## src/rtl/core/csa_pkg.sv

```systemverilog
// Package for the chi-square accumulator: payload structs, queue entry,
// back-end state type and fixed arithmetic constants. No dependencies.
package csa_pkg;

  // Fixed-point format and count limits
  localparam int FRAC_BITS       = 16;
  localparam int MAX_BINS        = 65536;
  localparam int COUNT_W         = 17;
  localparam int COUNT_FIELD_MAX = (1 << COUNT_W) - 1;
  localparam int COUNT_CAP_INT   = (MAX_BINS < COUNT_FIELD_MAX) ? MAX_BINS : COUNT_FIELD_MAX;
  localparam logic [COUNT_W-1:0] COUNT_CAP = COUNT_W'(COUNT_CAP_INT);

  // Divider geometry: |fit - data| is 33 bits, shifted up by FRAC_BITS
  localparam int MAG_W   = 33;
  localparam int DVD_W   = MAG_W + FRAC_BITS;
  localparam int STEP_W  = $clog2(DVD_W);
  localparam int RATIO_W = 31;
  localparam logic [RATIO_W-1:0] RATIO_MAX = '1;
  localparam int TERM_W  = 2 * RATIO_W;

  // Queue between front and back
  localparam int FIFO_DEPTH = 4;
  localparam int FIFO_AW    = $clog2(FIFO_DEPTH);

  // Configuration register map
  localparam int PADDR_W = 4;
  localparam logic [1:0] REG_WIN_EN   = 2'd0;
  localparam logic [1:0] REG_WIN_LOW  = 2'd1;
  localparam logic [1:0] REG_WIN_HIGH = 2'd2;

  typedef struct packed {
    logic signed [31:0] fit_content;
    logic signed [31:0] data_content;
    logic [31:0]        data_error;
    logic signed [31:0] center_pos;
    logic               last_bin;
  } bin_t;

  typedef struct packed {
    logic [63:0]        chi_square_sum;
    logic [COUNT_W-1:0] nonempty_count;
  } result_t;

  // One classified bin waiting for the back end
  typedef struct packed {
    logic [MAG_W-1:0] mag;
    logic [31:0]      err;
    logic             count_inc;
    logic             use_term;
    logic             last;
  } job_t;

  typedef enum logic [1:0] {
    ST_IDLE,
    ST_DIV,
    ST_MUL,
    ST_ACC
  } back_state_t;

endpackage

```

## src/rtl/core/csa_front.sv

```systemverilog
// Front end: applies the centre window and classifies each bin into a job.
// Depends on csa_pkg.
module csa_front (
  input  csa_pkg::bin_t       bin,
  input  logic                window_enable,
  input  logic signed [31:0]  window_low,
  input  logic signed [31:0]  window_high,
  output csa_pkg::job_t       job
);
  import csa_pkg::*;

  logic               in_window;
  logic signed [32:0] delta;

  // Window test on the bin centre
  assign in_window = !window_enable ||
                     ((bin.center_pos >= window_low) && (bin.center_pos <= window_high));

  // Exact difference and its magnitude
  assign delta = 33'(bin.fit_content) - 33'(bin.data_content);

  always_comb begin
    job.mag       = delta[32] ? MAG_W'(-delta) : MAG_W'(delta);
    job.err       = bin.data_error;
    job.count_inc = in_window && (bin.data_content != '0);
    job.use_term  = in_window && (bin.data_error != '0);
    job.last      = bin.last_bin;
  end

endmodule

```

## src/rtl/core/csa_fifo.sv

```systemverilog
// Short job queue that decouples the front end from the back end.
// Depends on csa_pkg.
module csa_fifo (
  input  logic          clk,
  input  logic          rst,
  input  logic          push,
  input  csa_pkg::job_t push_data,
  output logic          full,
  input  logic          pop,
  output logic          empty,
  output csa_pkg::job_t pop_data
);
  import csa_pkg::*;

  job_t               mem [FIFO_DEPTH];
  logic [FIFO_AW-1:0] wr_ptr;
  logic [FIFO_AW-1:0] rd_ptr;
  logic [FIFO_AW:0]   fill;

  assign full     = (fill == (FIFO_AW+1)'(FIFO_DEPTH));
  assign empty    = (fill == '0);
  assign pop_data = mem[rd_ptr];

  // Store entries
  always_ff @(posedge clk) begin
    if (push && !full) begin
      mem[wr_ptr] <= push_data;
    end
  end

  // Advance pointers and fill level
  always_ff @(posedge clk) begin
    if (rst) begin
      wr_ptr <= '0;
      rd_ptr <= '0;
      fill   <= '0;
    end else begin
      if (push && !full) begin
        wr_ptr <= wr_ptr + 1'b1;
      end
      if (pop && !empty) begin
        rd_ptr <= rd_ptr + 1'b1;
      end
      case ({push && !full, pop && !empty})
        2'b10:   fill <= fill + 1'b1;
        2'b01:   fill <= fill - 1'b1;
        default: fill <= fill;
      endcase
    end
  end

  a_fill_bound: assert property (@(posedge clk) disable iff (rst)
    fill <= (FIFO_AW+1)'(FIFO_DEPTH)) else $error("queue fill above depth");
  a_no_overflow: assert property (@(posedge clk) disable iff (rst)
    full && !pop |=> fill == (FIFO_AW+1)'(FIFO_DEPTH)) else $error("queue lost an entry");
  a_empty_pop: assert property (@(posedge clk) disable iff (rst)
    empty && !push |=> empty) else $error("queue grew without a push");

endmodule

```

## src/rtl/core/csa_back.sv

```systemverilog
// Back end: bit-serial divide, square, saturating accumulate and result register.
// Depends on csa_pkg.
module csa_back (
  input  logic             clk,
  input  logic             rst,
  input  logic             job_valid,
  input  csa_pkg::job_t    job,
  output logic             job_pop,
  output logic             result_valid,
  input  logic             result_ready,
  output csa_pkg::result_t result
);
  import csa_pkg::*;

  back_state_t          state;
  back_state_t          state_next;
  job_t                 cur;
  logic [DVD_W-1:0]     dvd;
  logic [31:0]          rem;
  logic [DVD_W-1:0]     quo;
  logic [STEP_W-1:0]    step;
  logic [TERM_W-1:0]    term;
  logic [63:0]          sum;
  logic [COUNT_W-1:0]   count;

  logic [32:0]          trial;
  logic                 ge;
  logic [RATIO_W-1:0]   q_sat;
  logic [64:0]          sum_add;
  logic [63:0]          sum_new;
  logic [COUNT_W-1:0]   count_new;
  logic                 out_free;
  logic                 acc_go;

  // One restoring divide step
  assign trial = {rem, dvd[DVD_W-1]};
  assign ge    = (trial >= {1'b0, cur.err});

  // Saturate the ratio to unsigned Q15.16
  assign q_sat = (quo > DVD_W'(RATIO_MAX)) ? RATIO_MAX : quo[RATIO_W-1:0];

  // Saturating add and capped count
  assign sum_add   = {1'b0, sum} + 65'(term);
  assign sum_new   = sum_add[64] ? '1 : sum_add[63:0];
  assign count_new = (cur.count_inc && (count < COUNT_CAP)) ? count + 1'b1 : count;

  assign out_free = !result_valid || result_ready;
  assign acc_go   = !cur.last || out_free;
  assign job_pop  = (state == ST_IDLE) && job_valid;

  // Next state
  always_comb begin
    state_next = state;
    case (state)
      ST_IDLE: begin
        if (job_valid) begin
          state_next = job.use_term ? ST_DIV : ST_ACC;
        end
      end
      ST_DIV: begin
        if (step == STEP_W'(DVD_W - 1)) begin
          state_next = ST_MUL;
        end
      end
      ST_MUL: state_next = ST_ACC;
      ST_ACC: begin
        if (acc_go) begin
          state_next = ST_IDLE;
        end
      end
      default: state_next = ST_IDLE;
    endcase
  end

  always_ff @(posedge clk) begin
    if (rst) begin
      state <= ST_IDLE;
    end else begin
      state <= state_next;
    end
  end

  // Datapath registers
  always_ff @(posedge clk) begin
    case (state)
      ST_IDLE: begin
        cur  <= job;
        dvd  <= {job.mag, FRAC_BITS'(0)};
        rem  <= '0;
        quo  <= '0;
        step <= '0;
        term <= '0;
      end
      ST_DIV: begin
        rem  <= ge ? 32'(trial - {1'b0, cur.err}) : trial[31:0];
        quo  <= {quo[DVD_W-2:0], ge};
        dvd  <= {dvd[DVD_W-2:0], 1'b0};
        step <= step + 1'b1;
      end
      ST_MUL: begin
        term <= q_sat * q_sat;
      end
      default: begin
      end
    endcase
  end

  // Accumulator, counter and result register
  always_ff @(posedge clk) begin
    if (rst) begin
      sum          <= '0;
      count        <= '0;
      result_valid <= 1'b0;
    end else begin
      if (state == ST_ACC && acc_go && cur.last) begin
        result_valid <= 1'b1;
      end else if (result_valid && result_ready) begin
        result_valid <= 1'b0;
      end
      if (state == ST_ACC && acc_go) begin
        if (cur.last) begin
          result.chi_square_sum <= sum_new;
          result.nonempty_count <= count_new;
          sum                   <= '0;
          count                 <= '0;
        end else begin
          sum   <= sum_new;
          count <= count_new;
        end
      end
    end
  end

  a_count_cap: assert property (@(posedge clk) disable iff (rst)
    count <= COUNT_CAP) else $error("bin count above cap");
  a_term_bound: assert property (@(posedge clk) disable iff (rst)
    state == ST_ACC |-> term <= TERM_W'(RATIO_MAX) * TERM_W'(RATIO_MAX))
    else $error("term above saturated square");
  a_step_bound: assert property (@(posedge clk) disable iff (rst)
    state == ST_DIV |-> step < STEP_W'(DVD_W)) else $error("divider overran");
  a_result_clear: assert property (@(posedge clk) disable iff (rst)
    state == ST_ACC && acc_go && cur.last |=> sum == '0 && count == '0)
    else $error("state not cleared after last bin");

endmodule

```

## src/rtl/core/chi_square_accumulator_unit.sv

```systemverilog
// Top level of the chi-square accumulator: configuration registers, front end,
// job queue and back end. Depends on csa_pkg, csa_front, csa_fifo, csa_back.
//
// Bins enter on the bin channel (valid/ready); one result leaves on the
// result channel for each bin marked last_bin, holding the saturated Q32.32
// sum of ((fit - data) / error)^2 and the count of nonempty in-window bins.
// The window registers are written over the APB port at addresses 0, 4, 8.
// A bin is classified on entry and placed in a four-entry queue; with one bin
// in the back end, up to five bins are taken before the arithmetic catches up.
// The back end divides one quotient bit per cycle: a bin that adds a term
// is popped, divided over a 49-bit quotient, squared and accumulated; a
// skipped bin is popped and accumulated. Division sets sustained throughput.
// result_valid is set when the last bin is accumulated, once the output is free.
// Reset clears the sum, the count and the queue, disables the window and
// opens its bounds to the full range.
// When the receiver stalls, the result is held; a further last bin waits in
// the back end, and the queue then fills and drops bin_ready.
module chi_square_accumulator_unit (
  input  logic                         clk,
  input  logic                         rst,
  input  logic                         bin_valid,
  output logic                         bin_ready,
  input  csa_pkg::bin_t                bin,
  output logic                         result_valid,
  input  logic                         result_ready,
  output csa_pkg::result_t             result,
  input  logic                         psel,
  input  logic                         penable,
  input  logic                         pwrite,
  input  logic [csa_pkg::PADDR_W-1:0]  paddr,
  input  logic [31:0]                  pwdata,
  output logic [31:0]                  prdata,
  output logic                         pready
);
  import csa_pkg::*;

  logic               window_enable;
  logic signed [31:0] window_low;
  logic signed [31:0] window_high;
  logic [1:0]         reg_idx;
  job_t               front_job;
  job_t               queue_job;
  logic               queue_full;
  logic               queue_empty;
  logic               job_pop;

  assign pready    = 1'b1;
  assign reg_idx   = paddr[3:2];
  assign bin_ready = !queue_full;

  // Configuration writes
  always_ff @(posedge clk) begin
    if (rst) begin
      window_enable <= 1'b0;
      window_low    <= 32'sh8000_0000;
      window_high   <= 32'sh7FFF_FFFF;
    end else if (psel && penable && pwrite) begin
      case (reg_idx)
        REG_WIN_EN:   window_enable <= pwdata[0];
        REG_WIN_LOW:  window_low    <= pwdata;
        REG_WIN_HIGH: window_high   <= pwdata;
        default: begin
        end
      endcase
    end
  end

  // Configuration reads
  always_comb begin
    case (reg_idx)
      REG_WIN_EN:   prdata = {31'd0, window_enable};
      REG_WIN_LOW:  prdata = window_low;
      REG_WIN_HIGH: prdata = window_high;
      default:      prdata = '0;
    endcase
  end

  csa_front u_front (
    .bin           (bin),
    .window_enable (window_enable),
    .window_low    (window_low),
    .window_high   (window_high),
    .job           (front_job)
  );

  csa_fifo u_fifo (
    .clk       (clk),
    .rst       (rst),
    .push      (bin_valid),
    .push_data (front_job),
    .full      (queue_full),
    .pop       (job_pop),
    .empty     (queue_empty),
    .pop_data  (queue_job)
  );

  csa_back u_back (
    .clk          (clk),
    .rst          (rst),
    .job_valid    (!queue_empty),
    .job          (queue_job),
    .job_pop      (job_pop),
    .result_valid (result_valid),
    .result_ready (result_ready),
    .result       (result)
  );

endmodule
```

## config.mk

```make
export PLATFORM = sky130hd
export DESIGN_NAME = chi_square_accumulator_unit
export DESIGN_NICKNAME = d
export VERILOG_FILES = /design/src/rtl/core/csa_pkg.sv /design/src/rtl/core/csa_front.sv /design/src/rtl/core/csa_fifo.sv /design/src/rtl/core/csa_back.sv /design/src/rtl/core/chi_square_accumulator_unit.sv
export SDC_FILE = /design/constraint.sdc
export NUM_CORES = 2
export LEC_CHECK = 0
export BUFFER_PORTS_ARGS = -buffer_cell sky130_fd_sc_hd__buf_2
export CORE_ASPECT_RATIO = 1.5
export CORE_MARGIN = 3
export CORE_UTILIZATION = 45
export CTS_BUF_LIST = sky130_fd_sc_hd__clkbuf_4 sky130_fd_sc_hd__clkbuf_8 sky130_fd_sc_hd__clkbuf_16
export CTS_CLUSTER_SIZE = 12
export DETAILED_ROUTE_END_ITERATION = 10
export MAX_ROUTING_LAYER = met4
export PLACE_DENSITY_LB_ADDON = 0.08
export SLEW_MARGIN = 25
export SYNTH_ARGS = -nofsm -noshare
export SYNTH_HDL_FRONTEND = slang
export SYNTH_SLANG_ARGS = --single-unit
```

## constraint.sdc

```tcl
create_clock -name clk -period 15.4 [get_ports clk]
set_input_delay 1.54 -clock clk [delete_from_list [all_inputs] [get_ports clk]]
set_output_delay 1.54 -clock clk [all_outputs]
set_load 0.02 [all_outputs]
```

# Word level (Yosys, flattened, before mapping)
# Memories as Yosys holds them, arrays and structs flattened. A register that Yosys moved wholly into a read port is not among the register bits.
# Cells that the tools add are included.
# op_classes
addsub	10
n_mul	1
magnitude_cmp	5
eq_ne	12
n_mux	25
bitwise_logic	1
n_reduce_logical	34
# op_table
cell	count
$pmux W49 S2	2
$mux W64	2
$pmux W62 S2	1
$pmux W32 S3	1
$add A64 B62 Y65	1
$pmux W32 S2	1
$reduce_bool A32 Y1	2
$mul A31 B31 Y62	1
$gt A49 B31 Y1 const B	1
$mux W17	2
$ge A33 B32 Y1	1
$mux W33	1
$neg A33 Y33	1
$sub A32 B32 Y33	1
$ge A32 B32 Y1	1
$le A32 B32 Y1	1
$mux W32	1
$sub A32 B32 Y32	1
$mux W31	1
$add A17 B1 Y17 const B	1
$lt A17 B17 Y1 const B	1
$logic_and A1 B1 Y1	12
$mux W2	6
$pmux W6 S2	1
other kinds (21)	44
# totals
register_bits	469
ram_bits	272
in_bits	172
out_inout_bits	116
n_memories	1
# memory_table
name	words	word_bits	read_ports	rd_clocked_by_memory_dff	wr	line_no	source
u_fifo.mem	4	68	1	1	1	csa_fifo.sv:15	job_t mem [FIFO_DEPTH];

# Longest topological paths before layout
# logic_depth
ltp_word	6
mapped_depth	37
depth_no_buf	34

# Hierarchy
# A second synthesis with hierarchy kept.
# hier_totals
cells_unflattened	6268
hier_area_um2	65290.1
# modules_own_cells
module	instances	cells_each	area_per_inst_um2	seq_area_each_um2
csa_back	1	4805	46808.6	10570.1
csa_fifo	1	410	10306.1	8348.0
csa_front	1	721	4972.3	0.0
chi_square_accumulator_unit	1	332	3203.1	1301.2

# Worst setup path before layout
# OpenSTA, ideal clock, no wires.
# synth_timing
path_kind	reg2reg
startpoint	register u_back.quo[32]
endpoint	register u_back.term[58] (data pin)
setup_ps	269
t_arrival_ps	9038
required_ps	15131
setup_slack_ps	6093
stages_incl_launch_ff	32
path_buffers	4
period_less_slack_ps	9307
cell_sequence	edfxtp_1 -> or4_1 -> or4_1 -> clkbuf_1 -> or2_2 -> clkbuf_1 -> inv_1 -> buf_1 -> nor2_1 -> fa_1 -> inv_1 -> fa_1 -> inv_1 -> fa_1 -> fa_1 -> fa_1 -> fa_1 -> fa_1 -> inv_1 -> fa_1 -> inv_1 -> ha_1 -> clkbuf_1 -> nand2_1 -> nor3_1 -> nand2_1 -> or3_1 -> o21ba_2 -> o21ai_1 -> nor3_1 -> o41ai_1 -> mux2i_1
# synth_via
elab_chain_cells	4
# synth_lines
item	line_no	source
start: declaration	csa_back.sv:20	logic [DVD_W-1:0] quo;
start signal: assignment	csa_back.sv:96	quo <= {quo[DVD_W-2:0], ge};
$gt A49 B31 Y1	csa_back.sv:40	assign q_sat = (quo > DVD_W'(RATIO_MAX)) ? RATIO_MAX : quo[RATIO_W-1:0];
$mux W31	csa_back.sv:40	
$mul A31 B31 Y62	csa_back.sv:101	term <= q_sat * q_sat;
$pmux W62 S2	csa_back.sv:85	case (state)
end signal: assignment	csa_back.sv:101	
end: declaration	csa_back.sv:22	logic [TERM_W-1:0] term;
# No other way between the ends.
# A chain may end at the register's enable or synchronous reset.

# Worst setup path after layout
# layout_timing
startpoint	register u_back.quo[32]
endpoint	register u_back.term[57] (data pin)
# Same word-level chain as after synthesis.

==> flow_metrics.py <==
metrics = {
    "floorplanning": {
        "ios": 288,
        "core_area_sq_um": 140000,
        "start_util_pct": 45.5,
        "row_count": 168,
        "die_area_sq_um": 147000,
        "die_w_um": 314,
        "die_y_um": 467,
    },
    "detailed_routing": {
        "first_pass_iters": 6,
        "wl_um": 176000,
        "vias": 44954,
        "wl_per_cell_um": 21.0,
        "drc": 0,
        "viasPerCell": 5.38,
        "drtAntennaViolNets": 0,
        "drtIter0Drc": 2384,
    },
    "worst_setup_path": {
        "crit_path_frequent_cell": "fa_1",
        "required_ns": 15.81,
        "rr_worst_depth": 29,
        "cpMaxStageDelayCell": "clkinv_1",
        "rrSetupSlack_ns": 4.23,
        "critPathBufInv": 7,
        "path_delay_family": "adder cells",
        "cp-end-kind": "register",
        "path_class": "register to register",
        "r2r_end": "u_back.term[57]",
        "cp-start-kind": "register",
        "crit_arrival_ns": 11.58,
        "crit_fanout": 39,
        "critPathMaxStageDelay_ns": 0.92,
        "reg2reg_from": "u_back.quo[32]",
    },
    "sta": {
        "finalSetupViolations": 0,
        "max_slew_margin_pct": 27.6,
        "rsz0062_at_grt": "false",
        "fin_crit_sh_pct": 72.5,
        "hold_viol": 0,
        "fmax_mhz": 89.6,
        "clock_skew_ns": 0.0581,
        "final_max_slew_viol_count": 0,
        "finalCriticalPeriod_ns": 11.17,
        "worst_pin_slew_ns": 1.08,
        "finalSetupTns_ns": 0,
    },
    "synthesis": {
        "synthAdderAreaFrac_pct": 32.5,
        "synth_ff_type": "edfxtp_1",
        "synth_xor_area_share_pct": 3.02,
        "ys_types": 93,
        "synth_compound_area_share_pct": 9.77,
        "synth_top_family_by_area": "adder cells",
        "synth_area_sq_um": 63900,
        "synth_edf_count": 568,
        "ys_ff_latch": 726,
        "async_flop_share_pct": 0,
        "seq_area_frac_synth_pct": 31.7,
        "syn_nets": 7640,
        "synth.largest_area_cell": "edfxtp_1",
        "synthSimpleGateAreaFrac_pct": 11.7,
        "ys_top_cells_by_area": "edfxtp_1 27%, fa_1 23%, ha_1 9.1%",
        "yosysWarnings": 0,
        "synth_top_cell_area_share_pct": 26.7,
        "syn_inst": 6256,
        "postSynthAreaPerCell_sq_um": 10.2,
        "synth_mux_area_share_pct": 3.13,
    },
    "placement": {
        "place.gp.congestion": 0.914,
        "port_buffers": 284,
        "post_dp_cell_area_sq_um": 67200,
        "hpwl_um": 135000,
        "placed_cells": 8216,
    },
    "final_layout": {
        "postLayoutCellArea_sq_um": 69900,
        "area_growth_pct": 9.40,
        "instances_no_fill": 8360,
        "nets": 7811,
        "drive_gt1_share_pct": 10.0,
        "utilization_pct": 49.8,
        "multi_input_area_sq_um": 38500,
        "num-fill-cells": 13249,
        "seq_area_sq_um": 20200,
    },
    "clock_network": {
        "cts_tree": "built",
        "cts-resized-gates": 0,
        "clk_pin_slew_ns": 0.06,
        "cts_inserted_buffers": 79,
        "clock-root-buffer": "clkbuf_16",
        "insertion_delay_ns": 0.71,
        "h-tree-depth": 3,
        "cts_buffer_depth": 3,
        "cts_hold_buf": 0,
        "cts_setup_buffers": 0,
        "cts.sinks": 726,
    },
    "min_path": {
        "hold_path_end": "window_low[27]",
        "hold_depth": 2,
        "hold_path_class": "register to register",
        "hold_start": "window_low[27]",
    },
    "job": {
        "drv_cap": 0,
    },
    "global_route": {
        "grt_pass1_vias": 48582,
        "antenna_found_initial": 10,
        "grt_usage_pct": 25.0,
        "grt_first_pass_wirelength_um": 275000,
        "grt_max_degree": 83,
        "globalRouteOverflowTotal": 0,
    },
    "status": {
        "status": "complete, no violations",
    },
}
==> placed cells by master, fill, tap and decap left out, types with 61 or more instances in the layout <==
cell	n
nand2_1	654
and2_1	82
a21o_1	130
buf_2	283
xor2_1	98
clkbuf_16	80
a21oi_1	283
nor2_1	504
nand4_1	70
buf_4	68
o21ai_0	132
mux4_2	68
ha_1	461
edfxtp_1	568
xnor2_1	122
nand3_1	61
fa_1	749
dfxtp_1	156
inv_1	1105
==> worst max-delay path by stage <==
stage | from | to | cells after the start
3_3_place_gp | u_back.quo[32] | u_back.term[57] | 29
4_1_cts | u_back.quo[32] | u_back.term[57] | 29
2_1_floorplan | u_back.quo[32] | u_back.term[58] | 31
6_report | u_back.quo[32] | u_back.term[57] | 29
3_5_place_dp | u_back.quo[32] | u_back.term[57] | 29
5_1_grt | u_back.quo[32] | u_back.term[57] | 29
==> worst register-to-register path: cells and delay by family (launching register included) <==
family	cells	cell delay [ns]
fa+ha+maj	9	4.86
simple gates	5	1.67
flops	1	0.39
compound gates	8	2.15
buf+inv	7	1.80
==> logic make-up after synthesis <==
family,Yosys count
and+or+nand+nor,1666
adders and majority gates,1212
DFF,726
xor gates and xnor gates,220
muxes,112
other,1
buffers and inverters,1378
AOI/OAI and AO/OA,941
==> metrics by stage <==
stage,hold slack (ns),worst slack [ns]
4_1_cts,0.479,4.24
6_report,0.477,4.23
3_3_place_gp,0.442,4.31
5_1_grt,0.491,3.81
3_5_place_dp,0.464,4.25
2_1_floorplan,0.432,6.09
==> synthesized netlist by cell type (19+ instances only) <==
cell / n
inv_1: 1106
fa_1: 749
nand2_1: 654
edfxtp_1: 568
nor2_1: 510
ha_1: 463
a21oi_1: 283
clkbuf_1: 217
dfxtp_1: 158
o21ai_0: 133
a21o_1: 130
xnor2_1: 122
xor2_1: 98
and2_1: 82
nand4_1: 70
mux4_2: 68
nand3_1: 61
a22o_1: 60
nor3_1: 48
o211ai_1: 44
and3_1: 43
o21bai_1: 39
nor2b_1: 38
a31oi_1: 37
nor4_1: 33
or2_2: 33
a22oi_1: 32
mux2i_1: 32
nand2b_1: 30
o21a_1: 27
buf_1: 26
or3_1: 21
a211oi_1: 19
==> sequential cells by signal, indices dropped and copies added (netlist names), 33 cells and up, named ones only <==
signal and flops:
u_back.cur 34, u_back.term 61, u_back.dvd 33, u_back.sum 64, u_fifo.mem 272, u_back.quo 49
u_back.result 81
==> cell type report <==
type,count,share of cell area (%)
multi-input combinational,4152,55.2
sequential,726,28.9
inverter,1116,5.99
tap,1870,3.35
clock buffer,103,3.17
timing repair buffer,352,2.79
clock inverter,29,0.559
antenna,12,0.0430
==> metal layers <==
metal	up-vias	track usage, %	share of wire [%]
met5	-	-	0
met1	22514	27.9	38
met3	349	1.97	3.6
met2	1121	45.9	54
li1	20970	-	-
met4	0	10.8	4.6
Power is left out: the tool's default activity adds up to more than one toggle a clock period on the data nets, which glitch-free logic cannot reach.
